### config.mk
export PLATFORM = sky130hd
export DESIGN_NAME = hashed_timer_wheel
export DESIGN_NICKNAME = d
export VERILOG_FILES = /design/src/hw/rtl/htw_pkg.sv /design/src/hw/rtl/htw_datapath.sv /design/src/hw/rtl/htw_ctrl.sv /design/src/hw/rtl/hashed_timer_wheel.sv
export SDC_FILE = /design/constraint.sdc
export NUM_CORES = 2
export LEC_CHECK = 0
export ABC_CLOCK_PERIOD_IN_PS = 9000
export BUFFER_PORTS_ARGS = -buffer_cell sky130_fd_sc_hd__buf_2
export CORE_MARGIN = 4
export CORE_UTILIZATION = 45
export CTS_CLUSTER_DIAMETER = 200
export CTS_CLUSTER_SIZE = 25
export DETAILED_ROUTE_END_ITERATION = 7
export SYNTH_ARGS = -nofsm -noshare
export SYNTH_HDL_FRONTEND = slang
export SYNTH_HIERARCHICAL = 1
export SYNTH_SLANG_ARGS = --single-unit
export TNS_END_PERCENT = 50
### constraint.sdc
create_clock -name clk_i -period 9 [get_ports clk_i]
set_input_delay 2.25 -clock clk_i [delete_from_list [all_inputs] [get_ports clk_i]]
set_output_delay 2.25 -clock clk_i [all_outputs]
set_load 0.005 [all_outputs]
### src/hw/rtl/htw_pkg.sv
// Shared types and codes for the hashed timer wheel.
// No dependencies.
package htw_pkg;
  // wheel geometry, fixed for the whole design
  localparam int WHEEL_SLOTS = 16;
  localparam int TASKS       = 16;

  localparam logic [1:0] KIND_TICK   = 2'd0;
  localparam logic [1:0] KIND_INSERT = 2'd1;
  localparam logic [1:0] KIND_REMOVE = 2'd2;
  localparam logic [1:0] KIND_QUERY  = 2'd3;

  localparam logic [1:0] ST_OK        = 2'd0;
  localparam logic [1:0] ST_ZERO      = 2'd1;
  localparam logic [1:0] ST_NOTPARKED = 2'd2;

  typedef enum logic [3:0] {
    CMD_NONE, CMD_LATCH, CMD_TICK_ADV, CMD_WALK_RD, CMD_WALK_DO,
    CMD_INS_RD, CMD_INS_UNL, CMD_INS_APP, CMD_REM, CMD_QRY_RD, CMD_QRY_MUL,
    CMD_QRY_FIN, CMD_EMIT, CMD_DONE_RES
  } cmd_e;

  typedef struct packed {
    logic ok_task;
    logic parked;
    logic node_valid;
    logic node_expire;
    logic out_taken;
    logic steps_done;
    logic dly_zero;
  } stat_t;
endpackage

### src/hw/rtl/htw_datapath.sv
// Datapath: link tables, slot heads and tails, query arithmetic, output register.
// Depends on htw_pkg.
module htw_datapath import htw_pkg::*; (
  input  logic        clk_i,
  input  logic        rst_ni,
  input  cmd_e        cmd_i,
  input  logic        out_last_i,
  input  logic [1:0]  kind_i,
  input  logic [3:0]  task_req_i,
  input  logic [31:0] delay_ticks_i,
  output stat_t       stat_o,
  output logic        out_valid_o,
  input  logic        out_stall_i,
  output logic [1:0]  status_o,
  output logic        expired_o,
  output logic [3:0]  expired_task_o,
  output logic [31:0] remaining_o,
  output logic        last_o
);
  localparam int SW = (WHEEL_SLOTS > 1) ? $clog2(WHEEL_SLOTS) : 1;
  localparam int TW = $clog2(TASKS);
  localparam int LW = $clog2(TASKS + 1);
  localparam logic [LW-1:0] NONE = LW'(TASKS);
  localparam int RW = 33;

  logic [SW-1:0] cur_q;
  logic [TASKS-1:0] parked_q;
  logic [SW-1:0] eslot_q [TASKS];
  logic [RW-1:0] eround_q [TASKS];
  logic [LW-1:0] nxt_q [TASKS];
  logic [LW-1:0] prv_q [TASKS];
  logic [LW-1:0] head_q [WHEEL_SLOTS];
  logic [LW-1:0] tail_q [WHEEL_SLOTS];

  logic [1:0]  kind_q;
  logic [3:0]  task_q;
  logic [31:0] dly_q;
  logic [LW-1:0] node_q;
  logic [LW:0] steps_q;
  logic [SW-1:0] es_q;
  logic [RW-1:0] er_q;
  logic [LW-1:0] ep_q, en_q;
  logic [63:0] rem_q;
  logic        nexp_q;
  logic        hit_q;
  logic [TW-1:0] pend_q;

  logic [TW-1:0] ti;
  logic [TW-1:0] ni;
  assign ti = task_q[TW-1:0];
  assign ni = node_q[TW-1:0];

  logic [SW-1:0] ins_slot;
  logic [32:0]   dm1;
  logic [SW-1:0] slot_dist;
  logic [SW:0]   dfull;
  assign ins_slot = SW'({1'b0, 32'(cur_q)} + {1'b0, dly_q});
  assign dm1 = {1'b0, dly_q} - 33'd1;
  assign slot_dist = es_q - cur_q;
  assign dfull = (slot_dist == '0) ? (SW+1)'(WHEEL_SLOTS) : {1'b0, slot_dist};

  logic out_fire;
  assign out_fire = out_valid_o && !out_stall_i;

  assign stat_o.ok_task = ({28'd0, task_q} < 32'(TASKS));
  assign stat_o.parked = parked_q[ti];
  assign stat_o.node_valid = node_q < NONE;
  assign stat_o.node_expire = nexp_q;
  assign stat_o.out_taken = !out_valid_o;
  assign stat_o.steps_done = steps_q >= (LW+1)'(TASKS);
  assign stat_o.dly_zero = (dly_q == '0);

  // final result fields for insert, remove and query
  logic [1:0]  res_status;
  logic [31:0] res_rem;
  always_comb begin
    res_status = ST_OK;
    res_rem = '0;
    if (cmd_i == CMD_DONE_RES) begin
      unique case (kind_q)
        KIND_INSERT: res_status = !stat_o.ok_task ? ST_NOTPARKED :
                                  (dly_q == '0) ? ST_ZERO : ST_OK;
        KIND_REMOVE: res_status = hit_q ? ST_OK : ST_NOTPARKED;
        KIND_QUERY: res_rem = hit_q ?
                    ((rem_q[63:32] != '0) ? 32'hFFFF_FFFF : rem_q[31:0]) : 32'd0;
        default: ;
      endcase
    end
  end

  // unlink uses es_q/ep_q/en_q of the task or node read last
  always_ff @(posedge clk_i or negedge rst_ni) begin
    if (!rst_ni) begin
      cur_q <= '0;
      parked_q <= '0;
      out_valid_o <= 1'b0;
      for (int i = 0; i < WHEEL_SLOTS; i++) begin
        head_q[i] <= NONE;
        tail_q[i] <= NONE;
      end
    end else begin
      if (out_fire) out_valid_o <= 1'b0;
      unique case (cmd_i)
        CMD_LATCH: begin
          kind_q <= kind_i;
          task_q <= task_req_i;
          dly_q  <= delay_ticks_i;
          steps_q <= '0;
        end
        CMD_TICK_ADV: begin
          cur_q <= SW'({1'b0, cur_q} + (SW+1)'(1));
          node_q <= head_q[SW'({1'b0, cur_q} + (SW+1)'(1))];
          steps_q <= '0;
        end
        CMD_WALK_RD: begin
          es_q <= eslot_q[ni];
          ep_q <= prv_q[ni];
          en_q <= nxt_q[ni];
          er_q <= eround_q[ni];
          nexp_q <= (eround_q[ni] == '0);
        end
        CMD_WALK_DO: begin
          if (!nexp_q) eround_q[ni] <= er_q - RW'(1);
          else begin
            if (ep_q < NONE) nxt_q[ep_q[TW-1:0]] <= en_q; else head_q[es_q] <= en_q;
            if (en_q < NONE) prv_q[en_q[TW-1:0]] <= ep_q; else tail_q[es_q] <= ep_q;
            parked_q[ni] <= 1'b0;
            pend_q <= ni;   // held until the next expiry or the end of the walk
          end
          node_q <= en_q;
          steps_q <= steps_q + (LW+1)'(1);
        end
        CMD_INS_RD, CMD_QRY_RD: begin
          es_q <= eslot_q[ti];
          ep_q <= prv_q[ti];
          en_q <= nxt_q[ti];
          er_q <= eround_q[ti];
          hit_q <= stat_o.ok_task && parked_q[ti];
        end
        CMD_INS_UNL, CMD_REM: begin
          if (ep_q < NONE) nxt_q[ep_q[TW-1:0]] <= en_q; else head_q[es_q] <= en_q;
          if (en_q < NONE) prv_q[en_q[TW-1:0]] <= ep_q; else tail_q[es_q] <= ep_q;
          parked_q[ti] <= 1'b0;
          if (cmd_i == CMD_REM) eround_q[ti] <= '0;
        end
        CMD_INS_APP: begin
          prv_q[ti] <= tail_q[ins_slot];
          nxt_q[ti] <= NONE;
          if (tail_q[ins_slot] < NONE) nxt_q[tail_q[ins_slot][TW-1:0]] <= LW'(task_q);
          else head_q[ins_slot] <= LW'(task_q);
          tail_q[ins_slot] <= LW'(task_q);
          eslot_q[ti] <= ins_slot;
          eround_q[ti] <= RW'(dm1 >> SW);
          parked_q[ti] <= 1'b1;
        end
        CMD_QRY_MUL: rem_q <= 64'(er_q) * 64'(WHEEL_SLOTS);
        CMD_QRY_FIN: rem_q <= rem_q + 64'(dfull);
        default: ;
      endcase
      if (cmd_i == CMD_EMIT || cmd_i == CMD_DONE_RES) begin
        out_valid_o <= 1'b1;
        last_o <= out_last_i;
        expired_o <= (cmd_i == CMD_EMIT);
        expired_task_o <= (cmd_i == CMD_EMIT) ? 4'(pend_q) : 4'd0;
        status_o <= res_status;
        remaining_o <= res_rem;
      end
    end
  end
endmodule

### src/hw/rtl/htw_ctrl.sv
// Controller state machine sequencing the wheel datapath.
// Depends on htw_pkg.
module htw_ctrl import htw_pkg::*; (
  input  logic       clk_i,
  input  logic       rst_ni,
  input  logic       in_valid_i,
  output logic       in_stall_o,
  input  logic [1:0] kind_i,
  input  stat_t      stat_i,
  output cmd_e       cmd_o,
  output logic       out_last_o
);
  localparam logic [3:0] S_IDLE = 4'd0, S_DISP = 4'd1, S_WRD = 4'd2, S_WDO = 4'd3,
    S_WEMIT = 4'd4, S_INS = 4'd5, S_APP = 4'd6, S_QMUL = 4'd7, S_QFIN = 4'd8,
    S_RES = 4'd9, S_WAIT = 4'd10, S_WNEXT = 4'd11, S_REM = 4'd12;
  logic [3:0] state_q, state_d;
  logic       any_q, any_d;
  logic [1:0] kind_q;

  assign in_stall_o = (state_q != S_IDLE);

  always_comb begin
    state_d = state_q;
    any_d = any_q;
    cmd_o = CMD_NONE;
    out_last_o = 1'b1;
    unique case (state_q)
      S_IDLE: if (in_valid_i) begin
        cmd_o = CMD_LATCH;
        state_d = S_DISP;
      end
      S_DISP: begin
        // wait for the output register to drain before touching state
        if (stat_i.out_taken) begin
          unique case (kind_q)
            KIND_TICK: begin cmd_o = CMD_TICK_ADV; any_d = 1'b0; state_d = S_WNEXT; end
            KIND_INSERT: begin cmd_o = CMD_INS_RD; state_d = S_INS; end
            KIND_REMOVE: begin cmd_o = CMD_INS_RD; state_d = S_REM; end
            default: begin cmd_o = CMD_QRY_RD; state_d = S_QMUL; end
          endcase
        end
      end
      S_WNEXT: begin
        if (stat_i.node_valid && !stat_i.steps_done) begin
          cmd_o = CMD_WALK_RD; state_d = S_WRD;
        end else if (!any_q) state_d = S_RES;
        else state_d = S_WAIT;
      end
      // an expiry is reported when the next one is found or at the end of the walk, so the final one can carry last
      S_WRD: if (stat_i.node_expire && any_q) begin
        if (stat_i.out_taken) begin
          cmd_o = CMD_EMIT; out_last_o = 1'b0; state_d = S_WEMIT;
        end
      end else begin
        cmd_o = CMD_WALK_DO; state_d = S_WNEXT;
        if (stat_i.node_expire) any_d = 1'b1;
      end
      S_WEMIT: begin cmd_o = CMD_WALK_DO; state_d = S_WDO; end
      S_WDO: state_d = S_WNEXT;
      S_WAIT: if (stat_i.out_taken) begin
        cmd_o = CMD_EMIT; state_d = S_IDLE;
      end
      S_INS: begin
        if (stat_i.ok_task && !stat_i.dly_zero && stat_i.parked) cmd_o = CMD_INS_UNL;
        state_d = S_APP;
      end
      S_APP: begin
        state_d = S_RES;
        cmd_o = CMD_INS_APP;
        if (!stat_i.ok_task || stat_i.dly_zero) cmd_o = CMD_NONE;
      end
      S_REM: begin
        if (stat_i.ok_task && stat_i.parked) cmd_o = CMD_REM;
        state_d = S_RES;
      end
      S_QMUL: begin cmd_o = CMD_QRY_MUL; state_d = S_QFIN; end
      S_QFIN: begin cmd_o = CMD_QRY_FIN; state_d = S_RES; end
      S_RES: if (stat_i.out_taken) begin
        cmd_o = CMD_DONE_RES; state_d = S_IDLE;
      end
      default: state_d = S_IDLE;
    endcase
  end

  always_ff @(posedge clk_i or negedge rst_ni) begin
    if (!rst_ni) begin
      state_q <= S_IDLE;
      any_q <= 1'b0;
      kind_q <= KIND_TICK;
    end else begin
      state_q <= state_d;
      any_q <= any_d;
      if (cmd_o == CMD_LATCH) kind_q <= kind_i;
    end
  end
endmodule

### src/hw/rtl/hashed_timer_wheel.sv
// Top level of the hashed timer wheel: controller plus datapath.
// Depends on htw_pkg, htw_ctrl, htw_datapath.
//
//  channel | direction | handshake             | fields
//  in      | input     | in_valid_i/in_stall_o | kind_i task_req_i delay_ticks_i
//  out     | output    | out_valid_o/out_stall_i | status_o expired_o expired_task_o
//          |           |                       | remaining_o last_o
//
// One item at a time. Remove reads and unlinks a parked task; insert also
// appends it to its slot unless the delay is zero; query reads the rounds and
// slot distance. Tick: one slot list walked entry by entry.
// Reset clears the slot heads, tails and parked bits at once; no sweep.
// A stalled output holds the walk; the last result of an item waits in the
// output register while the next item is taken.
module hashed_timer_wheel import htw_pkg::*; (
  input  logic        clk_i,
  input  logic        rst_ni,
  input  logic        in_valid_i,
  output logic        in_stall_o,
  input  logic [1:0]  kind_i,
  input  logic [3:0]  task_req_i,
  input  logic [31:0] delay_ticks_i,
  output logic        out_valid_o,
  input  logic        out_stall_i,
  output logic [1:0]  status_o,
  output logic        expired_o,
  output logic [3:0]  expired_task_o,
  output logic [31:0] remaining_o,
  output logic        last_o
);
  cmd_e  cmd;
  stat_t stat;
  logic  out_last;

  htw_ctrl u_ctrl (
    .clk_i, .rst_ni, .in_valid_i, .in_stall_o, .kind_i,
    .stat_i(stat), .cmd_o(cmd), .out_last_o(out_last)
  );

  htw_datapath u_dp (
    .clk_i, .rst_ni, .cmd_i(cmd), .out_last_i(out_last), .kind_i, .task_req_i,
    .delay_ticks_i, .stat_o(stat), .out_valid_o, .out_stall_i, .status_o,
    .expired_o, .expired_task_o, .remaining_o, .last_o
  );
endmodule

======== After elaboration in Yosys (flattened, before gate mapping) ========
Memory sizes are Yosys's and may differ from the RTL's. A register that Yosys moved wholly into a read port is not among the register bits.
Cells that the tools add are included.
word-level totals
  bits in registers ....................... 394
  bits in writable memories ............... 752
  input bits .............................. 42
  output and inout bits ................... 42
  logic and storage cells ................. 301
  memories kept ........................... 4
memories
  name           depth  width  rd ports  clocked after Yosys merged registers in  write ports  line                source
  u_dp.eround_q  16     33     2         2                                        1            htw_datapath.sv:29  logic [RW-1:0] eround_q [TASKS];
  u_dp.nxt_q     16     5      2         2                                        2            htw_datapath.sv:30  logic [LW-1:0] nxt_q [TASKS];
  u_dp.prv_q     16     5      2         2                                        1            htw_datapath.sv:31  logic [LW-1:0] prv_q [TASKS];
  u_dp.eslot_q   16     4      2         2                                        1            htw_datapath.sv:28  logic [SW-1:0] eslot_q [TASKS];
cells by class
  add/sub/neg operators ................... 7
  $lt $le $gt $ge ......................... 14
  equal/unequal tests ..................... 39
  multiplexer cells ....................... 112
  bitwise operators ....................... 11
  reductions and logical operators ........ 58
operator list
  operator                                            count
  one-hot mux 80 bit (3 select lines)                 2
  two-way mux 80 bit                                  5
  bitwise mux 80 bit                                  4
  one-hot mux 64 bit (2 select lines)                 1
  two-way mux 4 bit                                   22
  two-way mux 33 bit                                  2
  one-hot mux 33 bit (2 select lines)                 1
  adder 64 x 5 -> 64 bit                              1
  two-way mux 5 bit                                   11
  one-hot mux 16 bit (3 select lines)                 1
  one-hot mux 4 bit (12 select lines)                 1
  == test 4 bit, second input constant                11
  binary-select mux 5 bit (select 4 bit)              2
  demux 5 bit (select 4 bit)                          2
  one-hot mux 4 bit (10 select lines)                 1
  two-way mux 1 bit                                   38
  logical NOT 33 bit                                  1
  OR reduction 33 bit                                 1
  subtractor 32 x 1 -> 33 bit, second input constant  1
  subtractor 33 x 1 -> 33 bit, second input constant  1
  bitwise AND 16 bit                                  2
  == test 4 x 3 -> 1 bit, second input constant       8
  logical NOT 32 bit                                  1
  two-way mux 32 bit                                  1
  48 further kinds                                    120

======== Logic depth before layout (Yosys ltp) ========
  word-level depth ........................ 13
  gate-level depth with buffers ........... 18
  mapped depth without buffers ............ 16

======== Cells and area by module ========
The synthesis kept the hierarchy.
by module, submodules not included
  module        instances  cells each  area an instance (µm²)  sequential area each (µm²)
  htw_datapath  1          3631        56352.8                 33337.0
  htw_ctrl      1          103         829.5                   175.2

======== Worst setup path after synthesis ========
No wires, ideal clock.
  path kind ............................... register -> register
  from .................................... register u_dp.dly_q[1]
  to ...................................... register u_dp.steps_q[0], enable pin
  setup time .............................. 320 ps
  arrival time ............................ 7729 ps
  required time ........................... 8680 ps
  path slack .............................. 952 ps
  stages on the path, launching flop included .. 13
  period minus slack after synthesis ...... 8048 ps
  cells stage by stage .................... edfxtp_1 -> nor4_1 -> nand4_1 -> nor3_1 -> nand3_1 -> nor3_1 -> nand4bb_1 -> a21oi_1 -> a311o_1 -> clkbuf_1 -> nand2b_1 -> nor4_1 -> or2_2
RTL lines
  what                      line                 source
  start: declaration        htw_datapath.sv:37   logic [31:0] dly_q;
  start signal: assignment  htw_datapath.sv:107  dly_q <= delay_ticks_i;
  end signal: assignment    htw_datapath.sv:131  steps_q <= steps_q + (LW+1)'(1);
  end: declaration          htw_datapath.sv:39   logic [LW:0] steps_q;

==> Implementation_results.wiki <==
{| class="wikitable"
! Metric !! Value
|-
| Shortest period the worst path allows || a little over 7 ns
|-
| Classification of the worst setup path || reg2reg
|-
| Number of distinct library cells after synthesis || 91
|-
| Cells after Synth || 3,734
|-
| Total of fill cells in the finished design || 10.8k
|-
| Flops & latches, synth || 1,154
|-
| Startpoint of the worst setup timing path || u_dp/dly_q[1]
|-
| Global-route wire length before repair || 236 mm
|-
| Total placed cells including tap cells || between 5k and 6k
|-
| CTS Root Buffer Type || sky130_fd_sc_hd__clkbuf_16
|-
| Worst clock skew || 0.0637 ns
|-
| Antenna Nets Post-Route || 0
|-
| CTS Hold Bufs || 0
|-
| Via count of the routed design || 35.1k
|-
| FFs w/ async S/R, synth || 0.163
|-
| Critical Path RT || ~9.4 ns
|-
| Detailed-routing iteration count for the pre-antenna-repair pass || 6
|-
| Sum of negative setup slack || 0 ns
|-
| Pre-CTS setup slack || 1.80 ns
|-
| Hpwl dp || 106 mm
|-
| Wirelength per Cell || 29.9 µm
|-
| Core footprint || 126,000 µm²
|-
| Kind of end point of the critical path || flip-flop
|-
| Avg Vias per Cell || 6.54
|-
| Via count of the first global-routing pass || 35.3k
|-
| Area of the multi-input gates || roughly 23,000 µm²
|-
| Mean Syn Cell Area || between 15 and 20 µm²
|-
| Net count after synthesis || 3,800
|-
| Synth area leaders || sky130_fd_sc_hd__edfxtp_1 49%, sky130_fd_sc_hd__mux4_2 19%, sky130_fd_sc_hd__dfrtp_1 6.8%, sky130_fd_sc_hd__mux2_2 2.7%, sky130_fd_sc_hd__nand2_1 1.8%
|-
| Number of setup violations in the final report || 0
|-
| EDFF count, synth || roughly 940
|-
| Sum of overflow across all layers after global routing || 0
|-
| Unrepaired setup endpoints after global routing || no
|-
| Worst min path class || reg2reg
|-
| Area taken by flip-flops and latches || 33,500 µm²
|-
| Initial DRC count || between 3k and 4k
|-
| WL final || 160 mm
|-
| Number of buffers on the longest clock path || 3
|-
| Fraction of post-synthesis cell area in the top cell type by area || 0.495
|-
| Hold Path Depth || 2
|-
| Floorplan die area || around 130,000 µm²
|-
| Min-Delay Endpoint || u_dp/tail_q[4]
|-
| Placement row count || 130
|-
| Final hold violation count || 0
|-
| Signed area change from the synthesized netlist to the final layout || 6.68%
|-
| Start point of the worst min-delay path || u_dp/tail_q[4]
|-
| Slew HR || 0.141
|-
| Layout cells sized above 1 || 0.268
|-
| Overall power after layout || 19,700 µW
|-
| Clock buffers created by TritonCTS || 52
|-
| Library cell contributing the largest single delay on the critical path || sky130_fd_sc_hd__nor2_4
|-
| Nets@finish || around 3.8k
|-
| RR Startpoint || u_dp/dly_q[1]
|-
| Cell accounting for the most synthesized area || sky130_fd_sc_hd__edfxtp_1
|-
| Number of H-tree branching levels || 2
|-
| Largest net degree at the start of global routing || 137
|-
| Antenna violations before repair || 6
|-
| DRC violation count after routing || 0
|-
| Final Non-Filler Cells || 5,360
|-
| Cell-by-cell listing of the critical path || nor4_1 > nand4_1 > nor3_1 > nand3_1 > nor3_1 > nand4bb_1 > a21oi_1 > a221oi_2 > o31ai_2 > nand2b_1 > nor3_1 > nor2_1 > nor2_4 > buf_4 > a32oi_1 > nor2_4 > buf_4
|-
| Worst setup SP type || flip-flop
|-
| Final period util || 0.804
|-
| Ys Warns || 6
|-
| Worst voltage drop across the vdd grid || 258 µV
|-
| Cell count of the worst reg-to-reg path || 17
|-
| Largest fanout of any net on the critical path || 37
|-
| Maximum clock frequency || 0.138 GHz
|-
| Mapped Area || 57,200 µm²
|-
| Global placer's final weighted congestion || about 0.88
|-
| Delay of the slowest cell on the worst path || roughly 1.1 ns
|-
| Leakage Power || about 0.020 µW
|-
| Buffers inserted by post-CTS timing repair || 0
|-
| Die Height || 364 µm
|-
| Width of the die || 364 µm
|-
| R2r endpoint || u_dp/eround_q[0][27]
|-
| CTS-repair resized insts || 0
|-
| Endpoint arrival time on the critical path || about 7.6 ns
|-
| Number of buffers inserted by port buffering || 83
|-
| Starting Density || 0.454
|-
| Clock Pin Slew Worst Setup and Hold Paths || ~0.1 ns
|-
| Pwr/cell area || approximately 320 nW/µm²
|-
| Final worst slack || approximately 1.8 ns
|-
| Overall routing resource usage || 0.240
|-
| CTS tree || done
|-
| Status || finished, final reports clean
|-
| Number of max-capacitance violations reported || 0
|-
| Library cell appearing most often on the critical path || sky130_fd_sc_hd__nor3_1
|-
| Clock latency on the worst-skew pair || around 0.7 ns
|-
| Clock sinks || around 1.2k
|-
| Sequential fraction of the synthesis area || 0.586
|-
| Number of max-slew violations in the final report || 0
|-
| Worst reg-to-reg setup slack || 1.76 ns
|-
| Worst Tran Pin Value || about 1.3 ns
|-
| Main synth FF type || sky130_fd_sc_hd__edfxtp_1
|-
| IO Pins || 84
|}
## critical path: cells and delay by family (launching register included)
kind	cells	cell delay (ns)
AOI/OAI and AO/OA	4	0.96
buffers and inverters	2	0.75
DFF	1	0.47
and+or+nand+nor	11	4.71
## cell families after synthesis
kind of cell             after synthesis  synth area share
adder cells (fa/ha/maj)               25           0.00582
other                                  1         0.0000656
flip-flops                          1154             0.586
buffers and inverters                328            0.0228
XOR/XNOR                             113            0.0176
multiplexers                         660             0.226
AND/OR/NAND/NOR                      809            0.0687
AO/OA/AOI/OAI                        644            0.0730
## cells in the mapped netlist, drive strengths merged (24+ instances only)
master / n
nand4: 29
o21ai: 216
dfxtp: 24
xor2: 37
o22ai: 82
buf: 85
mux2: 140
mux2i: 30
nand3: 75
nand2: 279
inv: 40
dfrtp: 156
nor3: 43
edfxtp: 942
o21a: 55
o2bb2ai: 26
a21oi: 60
clkbuf: 203
nor4: 51
xnor2: 76
a22oi: 87
nor2: 191
mux4: 490
dfstp: 32
## through the flow
step                       util  cell area (µm²)  hold WS, ns
after floorplan               -            57200        0.424
after global placement    0.473            59600        0.462
after detailed placement  0.473            59600        0.469
after CTS                 0.485            61000        0.484
after global routing      0.485            61000        0.494
final                     0.485            61000        0.485
## power breakdown
group | switching, µW | internal, µW
clock | 1660 | 1080
sequential | 813 | 7220
combinational | 5370 | 3590
total | 7850 | 11900
## layer usage
layer	track usage	up-vias	wire, µm
met5	0	-	0
met4	0.0668	0	4660
met3	0.0250	207	10700
met2	0.407	1470	80200
met1	0.334	18500	64800
li1	-	14900	-
## state kept, by name, indices dropped and copies added, names as in the netlist, 4 cells and up, named ones only
name                 flops
u_dp/eround_q          528
u_dp/head_q             80
u_dp/nxt_q              80
u_dp/prv_q              80
u_dp/tail_q             80
u_dp/eslot_q            64
u_dp/rem_q              64
u_dp/er_q               33
u_dp/dly_q              32
u_dp/remaining_o        32
u_dp/parked_q           16
u_dp/steps_q             6
u_dp/en_q                5
u_dp/ep_q                5
u_dp/node_q              5
u_ctrl/state_q           4
u_dp/cur_q               4
u_dp/es_q                4
u_dp/expired_task_o      4
u_dp/pend_q              4
u_dp/task_q              4
## final cells by class
class	count	area share
clock inverter	3	0.000902
timing repair buffer	185	0.0199
tap	1650	0.0338
clock buffer	74	0.0227
sequential	1154	0.550
inverter	40	0.00246
multi-input combinational	2252	0.370
antenna	2	0.0000820
## placed cells by master (no fill, tap or decap), drive strengths merged, types with 76 or more instances in the layout
cell / count
edfxtp: 942
mux4: 490
nand2: 279
o21ai: 216
nor2: 191
buf: 184
dfrtp: 156
mux2: 140
a22oi: 87
o22ai: 82
xnor2: 76
## worst max path at each step
stage | endpoint | slack (ns) | depth (start not counted)
finish | u_dp/eround_q[0][27] | 1.76 | 17
global route | u_dp/eround_q[0][27] | 1.28 | 17
CTS | u_dp/eround_q[0][24] | 1.78 | 17
detailed placement | u_dp/eround_q[0][18] | 1.80 | 17
global placement | u_dp/eround_q[0][27] | 1.91 | 17
floorplan | u_dp/steps_q[0] | 0.95 | 12
Note: power is estimated with default switching activity, not from simulation.
